$ cat config.mk
export PLATFORM = sky130hd
export DESIGN_NAME = square_spiral_offset_flat
export DESIGN_NICKNAME = d
export VERILOG_FILES = /design/src/rtl/ssp_pkg.sv /design/src/rtl/ssp_req_if.sv /design/src/rtl/ssp_rsp_if.sv /design/src/rtl/square_spiral_offset.sv /design/src/rtl/ssp_isqrt_step.sv /design/src/flat_wrapper.sv
export SDC_FILE = /design/constraint.sdc
export NUM_CORES = 1
export LEC_CHECK = 0
export BUFFER_PORTS_ARGS = -buffer_cell sky130_fd_sc_hd__buf_2
export CORE_ASPECT_RATIO = 1.1
export CORE_UTILIZATION = 70
export CTS_BUF_LIST = sky130_fd_sc_hd__clkbuf_2 sky130_fd_sc_hd__clkbuf_4 sky130_fd_sc_hd__clkbuf_8
export DETAILED_ROUTE_END_ITERATION = 10
export GPL_TIMING_DRIVEN = 0
export PLACE_DENSITY = 0.88
export SLEW_MARGIN = 15
export SYNTH_ARGS = -nofsm -noshare
export SYNTH_HDL_FRONTEND = slang
export SYNTH_HIERARCHICAL = 1
export SYNTH_SLANG_ARGS = --single-unit
$ cat constraint.sdc
create_clock -name clock -period 13.85 [get_ports clock]
set_input_delay 2.77 -clock clock [delete_from_list [all_inputs] [get_ports clock]]
set_output_delay 2.77 -clock clock [all_outputs]
set_load 0.005 [all_outputs]
$ cat src/rtl/ssp_pkg.sv
// ----------------------------------------------------------------------------
// Square spiral offset package
// Shared widths, defaults and the offset type.
// ----------------------------------------------------------------------------
package ssp_pkg;

   localparam int INDEX_BITS_DEFAULT = 16;
   localparam int ROOT_BITS_DEFAULT  = (INDEX_BITS_DEFAULT + 1) / 2;
   localparam int OFFSET_BITS        = 9;

   typedef logic signed [OFFSET_BITS-1:0] offset_type;

endpackage

$ cat src/rtl/ssp_req_if.sv
// ----------------------------------------------------------------------------
// Square spiral request channel
// Valid/ready channel that carries one point index per item.
// ----------------------------------------------------------------------------
interface ssp_req_if #(
   parameter int INDEX_BITS = ssp_pkg::INDEX_BITS_DEFAULT
);
   import ssp_pkg::*;

   logic                  valid;
   logic                  ready;
   logic [INDEX_BITS-1:0] point_index;

   modport source (output valid, output point_index, input ready);
   modport sink   (input valid, input point_index, output ready);

endinterface

$ cat src/rtl/ssp_rsp_if.sv
// ----------------------------------------------------------------------------
// Square spiral response channel
// Valid/ready channel that carries one signed offset pair per item.
// ----------------------------------------------------------------------------
interface ssp_rsp_if;
   import ssp_pkg::*;

   logic       valid;
   logic       ready;
   offset_type offset_x;
   offset_type offset_y;

   modport source (output valid, output offset_x, output offset_y, input ready);
   modport sink   (input valid, input offset_x, input offset_y, output ready);

endinterface

$ cat src/rtl/square_spiral_offset.sv
// ----------------------------------------------------------------------------
// Square spiral offset
// Maps a point index to its signed offset on a square spiral around a centre.
// ----------------------------------------------------------------------------
// Takes one index per cycle unless a stalled response has filled the pipeline, and
// returns its offset pair from the last pipeline stage. The integer square root
// resolves one root bit per pipeline stage; two more stages place the index on
// its ring and pick the side. A stalled response holds its stage while empty
// stages upstream keep filling.
// ----------------------------------------------------------------------------
module square_spiral_offset #(
   parameter int INDEX_BITS = ssp_pkg::INDEX_BITS_DEFAULT
) (
   input  logic      clock,
   input  logic      reset,
   ssp_req_if.sink   req_ch,
   ssp_rsp_if.source rsp_ch
);
   import ssp_pkg::*;

   localparam int ROOT_BITS  = (INDEX_BITS + 1) / 2;
   localparam int N_BITS     = 2 * ROOT_BITS;
   localparam int REM_BITS   = ROOT_BITS + 2;
   localparam int K_BITS     = ROOT_BITS + 1;
   localparam int D_BITS     = ROOT_BITS + 3;
   localparam int W_BITS     = ROOT_BITS + 5;
   localparam int NUM_STAGES = ROOT_BITS + 2;
   localparam int RING_STAGE = ROOT_BITS;
   localparam int SIDE_STAGE = ROOT_BITS + 1;

   logic [NUM_STAGES-1:0] valid_ff;
   logic [NUM_STAGES-1:0] up_valid;
   logic [NUM_STAGES:0]   stage_ready;

   logic [N_BITS-1:0]    idx_ff  [ROOT_BITS];
   logic [ROOT_BITS-1:0] root_ff [ROOT_BITS];
   logic [REM_BITS-1:0]  rem_ff  [ROOT_BITS];
   logic [ROOT_BITS-1:0] root_in [ROOT_BITS];
   logic [REM_BITS-1:0]  rem_in  [ROOT_BITS];

   logic                 centre_ff, centre_in;
   logic [K_BITS-1:0]    ring_k_ff, ring_k_in;
   logic [ROOT_BITS-1:0] half_ff, half_in;
   logic [D_BITS-1:0]    pos_ff, pos_in;

   offset_type offset_x_ff, offset_x_in;
   offset_type offset_y_ff, offset_y_in;

   logic signed [W_BITS-1:0] k_w, r_w, d_w, lim_w, rest_w, x_w, y_w;

   logic in_accept;
   logic out_accept;

   // handshake: a stage loads when it is empty or its item moves on
   assign stage_ready[NUM_STAGES] = rsp_ch.ready;
   assign up_valid[0]             = req_ch.valid;

   genvar j;
   generate
      for (j = 0; j < NUM_STAGES; j++) begin : g_ctrl
         assign stage_ready[j] = !valid_ff[j] || stage_ready[j+1];
         if (j > 0) begin : g_up
            assign up_valid[j] = valid_ff[j-1];
         end
         always_ff @(posedge clock) begin
            if (reset) begin
               valid_ff[j] <= 1'b0;
            end else if (stage_ready[j]) begin
               valid_ff[j] <= up_valid[j];
            end
         end
      end

      // square root, one digit per stage, most significant first
      for (j = 0; j < ROOT_BITS; j++) begin : g_root
         logic [N_BITS-1:0]    idx_src;
         logic [ROOT_BITS-1:0] root_src;
         logic [REM_BITS-1:0]  rem_src;

         if (j == 0) begin : g_first
            assign idx_src  = N_BITS'(req_ch.point_index);
            assign root_src = '0;
            assign rem_src  = '0;
         end else begin : g_next
            assign idx_src  = idx_ff[j-1];
            assign root_src = root_ff[j-1];
            assign rem_src  = rem_ff[j-1];
         end

         ssp_isqrt_step #(
            .ROOT_BITS (ROOT_BITS),
            .DIGIT     (ROOT_BITS - 1 - j)
         ) u_step (
            .idx       (idx_src),
            .root_prev (root_src),
            .rem_prev  (rem_src),
            .root_new  (root_in[j]),
            .rem_new   (rem_in[j])
         );

         always_ff @(posedge clock) begin
            if (stage_ready[j] && up_valid[j]) begin
               idx_ff[j]  <= idx_src;
               root_ff[j] <= root_in[j];
               rem_ff[j]  <= rem_in[j];
            end
         end
      end
   endgenerate

   // ring: side k, half side r and position d from the ring's first index
   always_comb begin
      centre_in = (root_ff[ROOT_BITS-1] == '0);
      if (root_ff[ROOT_BITS-1][0]) begin
         ring_k_in = K_BITS'(root_ff[ROOT_BITS-1]) + K_BITS'(2);
         pos_in    = D_BITS'(rem_ff[ROOT_BITS-1]);
      end else begin
         ring_k_in = K_BITS'(root_ff[ROOT_BITS-1]) + K_BITS'(1);
         pos_in    = D_BITS'(rem_ff[ROOT_BITS-1])
                   + (D_BITS'(root_ff[ROOT_BITS-1]) << 1) - D_BITS'(1);
      end
      half_in = ring_k_in[K_BITS-1:1];
   end

   always_ff @(posedge clock) begin
      if (stage_ready[RING_STAGE] && up_valid[RING_STAGE]) begin
         centre_ff <= centre_in;
         ring_k_ff <= ring_k_in;
         half_ff   <= half_in;
         pos_ff    <= pos_in;
      end
   end

   // side: centre, bottom row, top row, or alternating columns
   always_comb begin
      k_w    = W_BITS'(ring_k_ff);
      r_w    = W_BITS'(half_ff);
      d_w    = W_BITS'(pos_ff);
      lim_w  = k_w + (k_w <<< 1) - W_BITS'(4);
      rest_w = d_w - k_w;
      priority if (centre_ff) begin
         x_w = '0;
         y_w = '0;
      end else if (d_w < k_w) begin
         x_w = r_w - d_w;
         y_w = r_w;
      end else if (d_w >= lim_w) begin
         x_w = (k_w <<< 2) - W_BITS'(5) - d_w - r_w;
         y_w = -r_w;
      end else begin
         x_w = rest_w[0] ? -r_w : r_w;
         y_w = r_w - W_BITS'(1) - (rest_w >>> 1);
      end
      offset_x_in = OFFSET_BITS'(x_w);
      offset_y_in = OFFSET_BITS'(y_w);
   end

   always_ff @(posedge clock) begin
      if (stage_ready[SIDE_STAGE] && up_valid[SIDE_STAGE]) begin
         offset_x_ff <= offset_x_in;
         offset_y_ff <= offset_y_in;
      end
   end

   assign req_ch.ready    = stage_ready[0];
   assign rsp_ch.valid    = valid_ff[SIDE_STAGE];
   assign rsp_ch.offset_x = offset_x_ff;
   assign rsp_ch.offset_y = offset_y_ff;

   assign in_accept  = req_ch.valid && req_ch.ready;
   assign out_accept = rsp_ch.valid && rsp_ch.ready;

   a_full_when_blocked: assert property (@(posedge clock) disable iff (reset)
      !req_ch.ready |-> (&valid_ff) && !rsp_ch.ready)
      else $error("input blocked while the pipeline has room");

   a_item_count: assert property (@(posedge clock) disable iff (reset)
      !reset |=> $countones(valid_ff) == $past($countones(valid_ff))
                 + int'($past(in_accept)) - int'($past(out_accept)))
      else $error("item lost or repeated in the pipeline");

   a_centre_zero: assert property (@(posedge clock) disable iff (reset)
      valid_ff[RING_STAGE] && stage_ready[SIDE_STAGE] && centre_ff |=>
         valid_ff[SIDE_STAGE] && offset_x_ff == '0 && offset_y_ff == '0)
      else $error("centre index gave a nonzero offset");

endmodule

$ cat src/rtl/ssp_isqrt_step.sv
// ----------------------------------------------------------------------------
// Square spiral root digit step
// One digit of the restoring integer square root: brings in two index bits,
// tries the next root bit and keeps the partial remainder.
// ----------------------------------------------------------------------------
module ssp_isqrt_step #(
   parameter int ROOT_BITS = ssp_pkg::ROOT_BITS_DEFAULT,
   parameter int DIGIT     = 0
) (
   input  logic [2*ROOT_BITS-1:0] idx,
   input  logic [ROOT_BITS-1:0]   root_prev,
   input  logic [ROOT_BITS+1:0]   rem_prev,
   output logic [ROOT_BITS-1:0]   root_new,
   output logic [ROOT_BITS+1:0]   rem_new
);
   import ssp_pkg::*;

   localparam int REM_BITS = ROOT_BITS + 2;
   localparam int TRY_BITS = REM_BITS + 2;

   logic [TRY_BITS-1:0] shifted;
   logic [TRY_BITS-1:0] trial;
   logic [TRY_BITS-1:0] diff;
   logic                take;

   always_comb begin
      shifted  = {rem_prev, idx[2*DIGIT +: 2]};
      trial    = TRY_BITS'({root_prev, 2'b01});
      diff     = shifted - trial;
      take     = (shifted >= trial);
      root_new = {root_prev[ROOT_BITS-2:0], take};
      rem_new  = take ? diff[REM_BITS-1:0] : shifted[REM_BITS-1:0];
   end

endmodule
$ cat src/flat_wrapper.sv
// flat-port wrapper written by rule: the top's interface ports become plain ports
module square_spiral_offset_flat import ssp_pkg::*;
#(
   parameter int INDEX_BITS = ssp_pkg::INDEX_BITS_DEFAULT
)
  (clock, reset, req_ch_valid, req_ch_point_index, req_ch_ready, rsp_ch_valid, rsp_ch_offset_x, rsp_ch_offset_y, rsp_ch_ready);
  ssp_req_if #(.INDEX_BITS(INDEX_BITS)) req_ch_i ();
  ssp_rsp_if rsp_ch_i ();
  input  logic clock;
  input  logic reset;
  input wire logic [$bits(req_ch_i.valid)-1:0] req_ch_valid;
  input wire logic [$bits(req_ch_i.point_index)-1:0] req_ch_point_index;
  output wire logic [$bits(req_ch_i.ready)-1:0] req_ch_ready;
  output wire logic [$bits(rsp_ch_i.valid)-1:0] rsp_ch_valid;
  output wire logic [$bits(rsp_ch_i.offset_x)-1:0] rsp_ch_offset_x;
  output wire logic [$bits(rsp_ch_i.offset_y)-1:0] rsp_ch_offset_y;
  input wire logic [$bits(rsp_ch_i.ready)-1:0] rsp_ch_ready;
  assign req_ch_i.valid = req_ch_valid;
  assign req_ch_i.point_index = req_ch_point_index;
  assign req_ch_ready = req_ch_i.ready;
  assign rsp_ch_valid = rsp_ch_i.valid;
  assign rsp_ch_offset_x = rsp_ch_i.offset_x;
  assign rsp_ch_offset_y = rsp_ch_i.offset_y;
  assign rsp_ch_i.ready = rsp_ch_ready;
  square_spiral_offset #(.INDEX_BITS(INDEX_BITS)) u_core (.clock(clock), .reset(reset), .req_ch(req_ch_i), .rsp_ch(rsp_ch_i));
endmodule
==> flow_metrics.env <==
export IMPL_status="completed"
export IMPL_die_area_sq_um=24600
export IMPL_instances_no_fill=1970
export IMPL_fin_crit_sh=0.550
export IMPL_fp_dieW_um=150
export IMPL_fin_area_sq_um=18500
export IMPL_rows=59
export IMPL_io_pins=40
export IMPL_required_ps=11080
export IMPL_die_h_um=164
export IMPL_p_leak_uw=0.00782
export IMPL_yosys_warnings=6
export IMPL_worst_slew_pin_slew_ps=920
export IMPL_crit_chain="buf_2 -> nor2b_1 -> and3_1 -> and3_1 -> and3_1 -> and3_1 -> nand2_1 -> buf_2"
export IMPL_postCtsResizedCells=0
export IMPL_r2r_end="u_core/rsp_ch.offset_y[7]$_SDFFCE_PP0P_"
export IMPL_cts_buffers=41
export IMPL_wl_per_cell_um=17.6
export IMPL_syn_area_per_cell_sq_um=11.1
export IMPL_crit_type="in -> out"
export IMPL_vias=11700
export IMPL_fin_crit_ps=7620
export IMPL_cp_end_kind="output port"
export IMPL_grt_overflow_total=0
export IMPL_start_kind="input port"
export IMPL_p_total_uw=1730
export IMPL_cp_max_fo=5
export IMPL_peakVddDrop_v=0.000119
export IMPL_clockBufferDepth=3
export IMPL_antenna_cells=0
export IMPL_drive_above_1_share=0.179
export IMPL_syn_inst=1512
export IMPL_clkTransAtPathRegs_ps=60
export IMPL_grt_pass1_vias=11900
export IMPL_wl_um=34700
export IMPL_grt_max_degree=31
export IMPL_cts_tree="done"
export IMPL_holdCritStartpoint="u_core/idx_ff[4][1]$_DFFE_PP_"
export IMPL_start_util=0.710
export IMPL_fmax_mhz=131
export IMPL_slew_limit_headroom=0.384
export IMPL_hold_buffers=0
export IMPL_core_area_sq_um=23600
export IMPL_track_usage=0.288
export IMPL_port_buffers=38
export IMPL_finalHoldViolations=0
export IMPL_route_detailed_drc=0
export IMPL_pre_cts_slack_ps=6220
export IMPL_maxSlewViolCount=0
export IMPL_reg2reg_setup_slack_ps=8980
export IMPL_p_per_area_nw_per_um2=93.7
export IMPL_placed_area_sq_um=17600
export IMPL_max_stage_delay_ps=380
export IMPL_syn_area_sq_um=16800
export IMPL_grt_antenna_before_repair=0
export IMPL_worstHoldEndpoint="u_core/idx_ff[5][1]$_DFFE_PP_"
export IMPL_first_iter_violations=695
export IMPL_hold_class="reg -> reg"
export IMPL_dr_pass1_iters=5
export IMPL_nets=1837
export IMPL_worstPathArrival_ps=4850
export IMPL_crit_top_cell="and3_1"
export IMPL_cts_root_buffer="clkbuf_8"
export IMPL_clock_latency_ps=580
export IMPL_rsz0062_at_grt="false"
export IMPL_fin_setup_tns_ps=0
export IMPL_skew_ps=37.5
export IMPL_grt_pass1_wl_um=55600
export IMPL_syn2layout_area_growth_pct=10.2
export IMPL_place_gp_congestion=0.920
export IMPL_fin_ws_ps=6230
export IMPL_r2r_start="u_core/ring_k_ff[2]$_DFFE_PP_"
export IMPL_route_detailed_vias_per_inst=5.96
export IMPL_numClockSinks=249
export IMPL_h_tree_depth=2
export IMPL_n_fill_cell=1362
export IMPL_dp_hpwl_um=25200
export IMPL_rr_worst_depth=21
export IMPL_ant_nets=0
export IMPL_placedCellCount=1896
export IMPL_maxCapViolCount=0
export IMPL_postCtsSetupBuffers=0
export IMPL_cp_slowest_cell="nor2b_1"
export IMPL_setup_viol=0
export IMPL_holdPathStages=0
-- layout make-up --
cell class,count,area (sq um),area share
Inverter,178,668,0.0362
Timing Repair Buffer,45,302,0.0163
Buffer,86,649,0.0351
Multi-Input combinational cell,1033,8260,0.447
Tap cell,305,382,0.0207
Sequential cell,249,7380,0.399
Clock buffer,51,658,0.0356
Clock inverter,23,183,0.00989
-- layout by cell type (no fill, tap or decap), types with 24 or more instances in the layout --
cell type    n
a21oi_1     79
buf_2       41
buf_4       64
clkbuf_8    44
conb_1      36
edfxtp_1   239
ha_1       170
inv_1      178
mux2_4      56
nand2_1     83
nand3_1     25
nor2_1      85
nor2b_1     24
nor3_1      26
o21ai_0     76
xnor2_1     72
xor2_1      25
-- power by group --
part	total [uW]	internal (uW)	leakage (uW)	switching [uW]
registers	862	850	0.00226	11.6
logic	208	106	0.00512	102
clock network	662	356	0.000438	306
-- metrics by stage --
step	hold WS [ps]	util
2_1_floorplan	400	-
3_3_place_gp	400	0.740
3_5_place_dp	405	0.747
4_1_cts	419	0.782
5_1_grt	424	0.782
6_report	421	0.782
-- worst max-delay path by stage --
| stage | startpoint | end | slack, ps | cells after the start |
|---|---|---|---|---|
| floorplan | rsp_ch_ready | req_ch_ready | 7130 | 6 |
| global placement | rsp_ch_ready | req_ch_ready | 6640 | 8 |
| detailed placement | rsp_ch_ready | req_ch_ready | 6220 | 8 |
| CTS | rsp_ch_ready | req_ch_ready | 6210 | 8 |
| global route | rsp_ch_ready | req_ch_ready | 6040 | 8 |
| finish | rsp_ch_ready | req_ch_ready | 6230 | 8 |
-- routing by layer --
layer  track usage  wire length (um)  vias to the layer above
li1              -                 -                     5587
met1         0.312             13300                     5675
met2         0.546             18600                      385
met3        0.0458              1580                      100
met4         0.126              1160                        0
met5             0                 0                        -
-- state kept, by name, summed over array words and instances, names as in the netlist --
signal                  cells
u_core/rsp_ch.offset_x      9
u_core/rem_ff              80
u_core/pos_ff              11
u_core/idx_ff              56
u_core/rsp_ch.valid         1
u_core/rsp_ch.offset_y      9
u_core/centre_ff            1
u_core/up_valid             9
u_core/root_ff             64
u_core/ring_k_ff            9
-- worst max-delay path: cells and delay by family --
kind | cells | cell delay, ps
simple gates | 6 | 1840
buf+inv | 2 | 240
(Power assumes the default switching activity.)
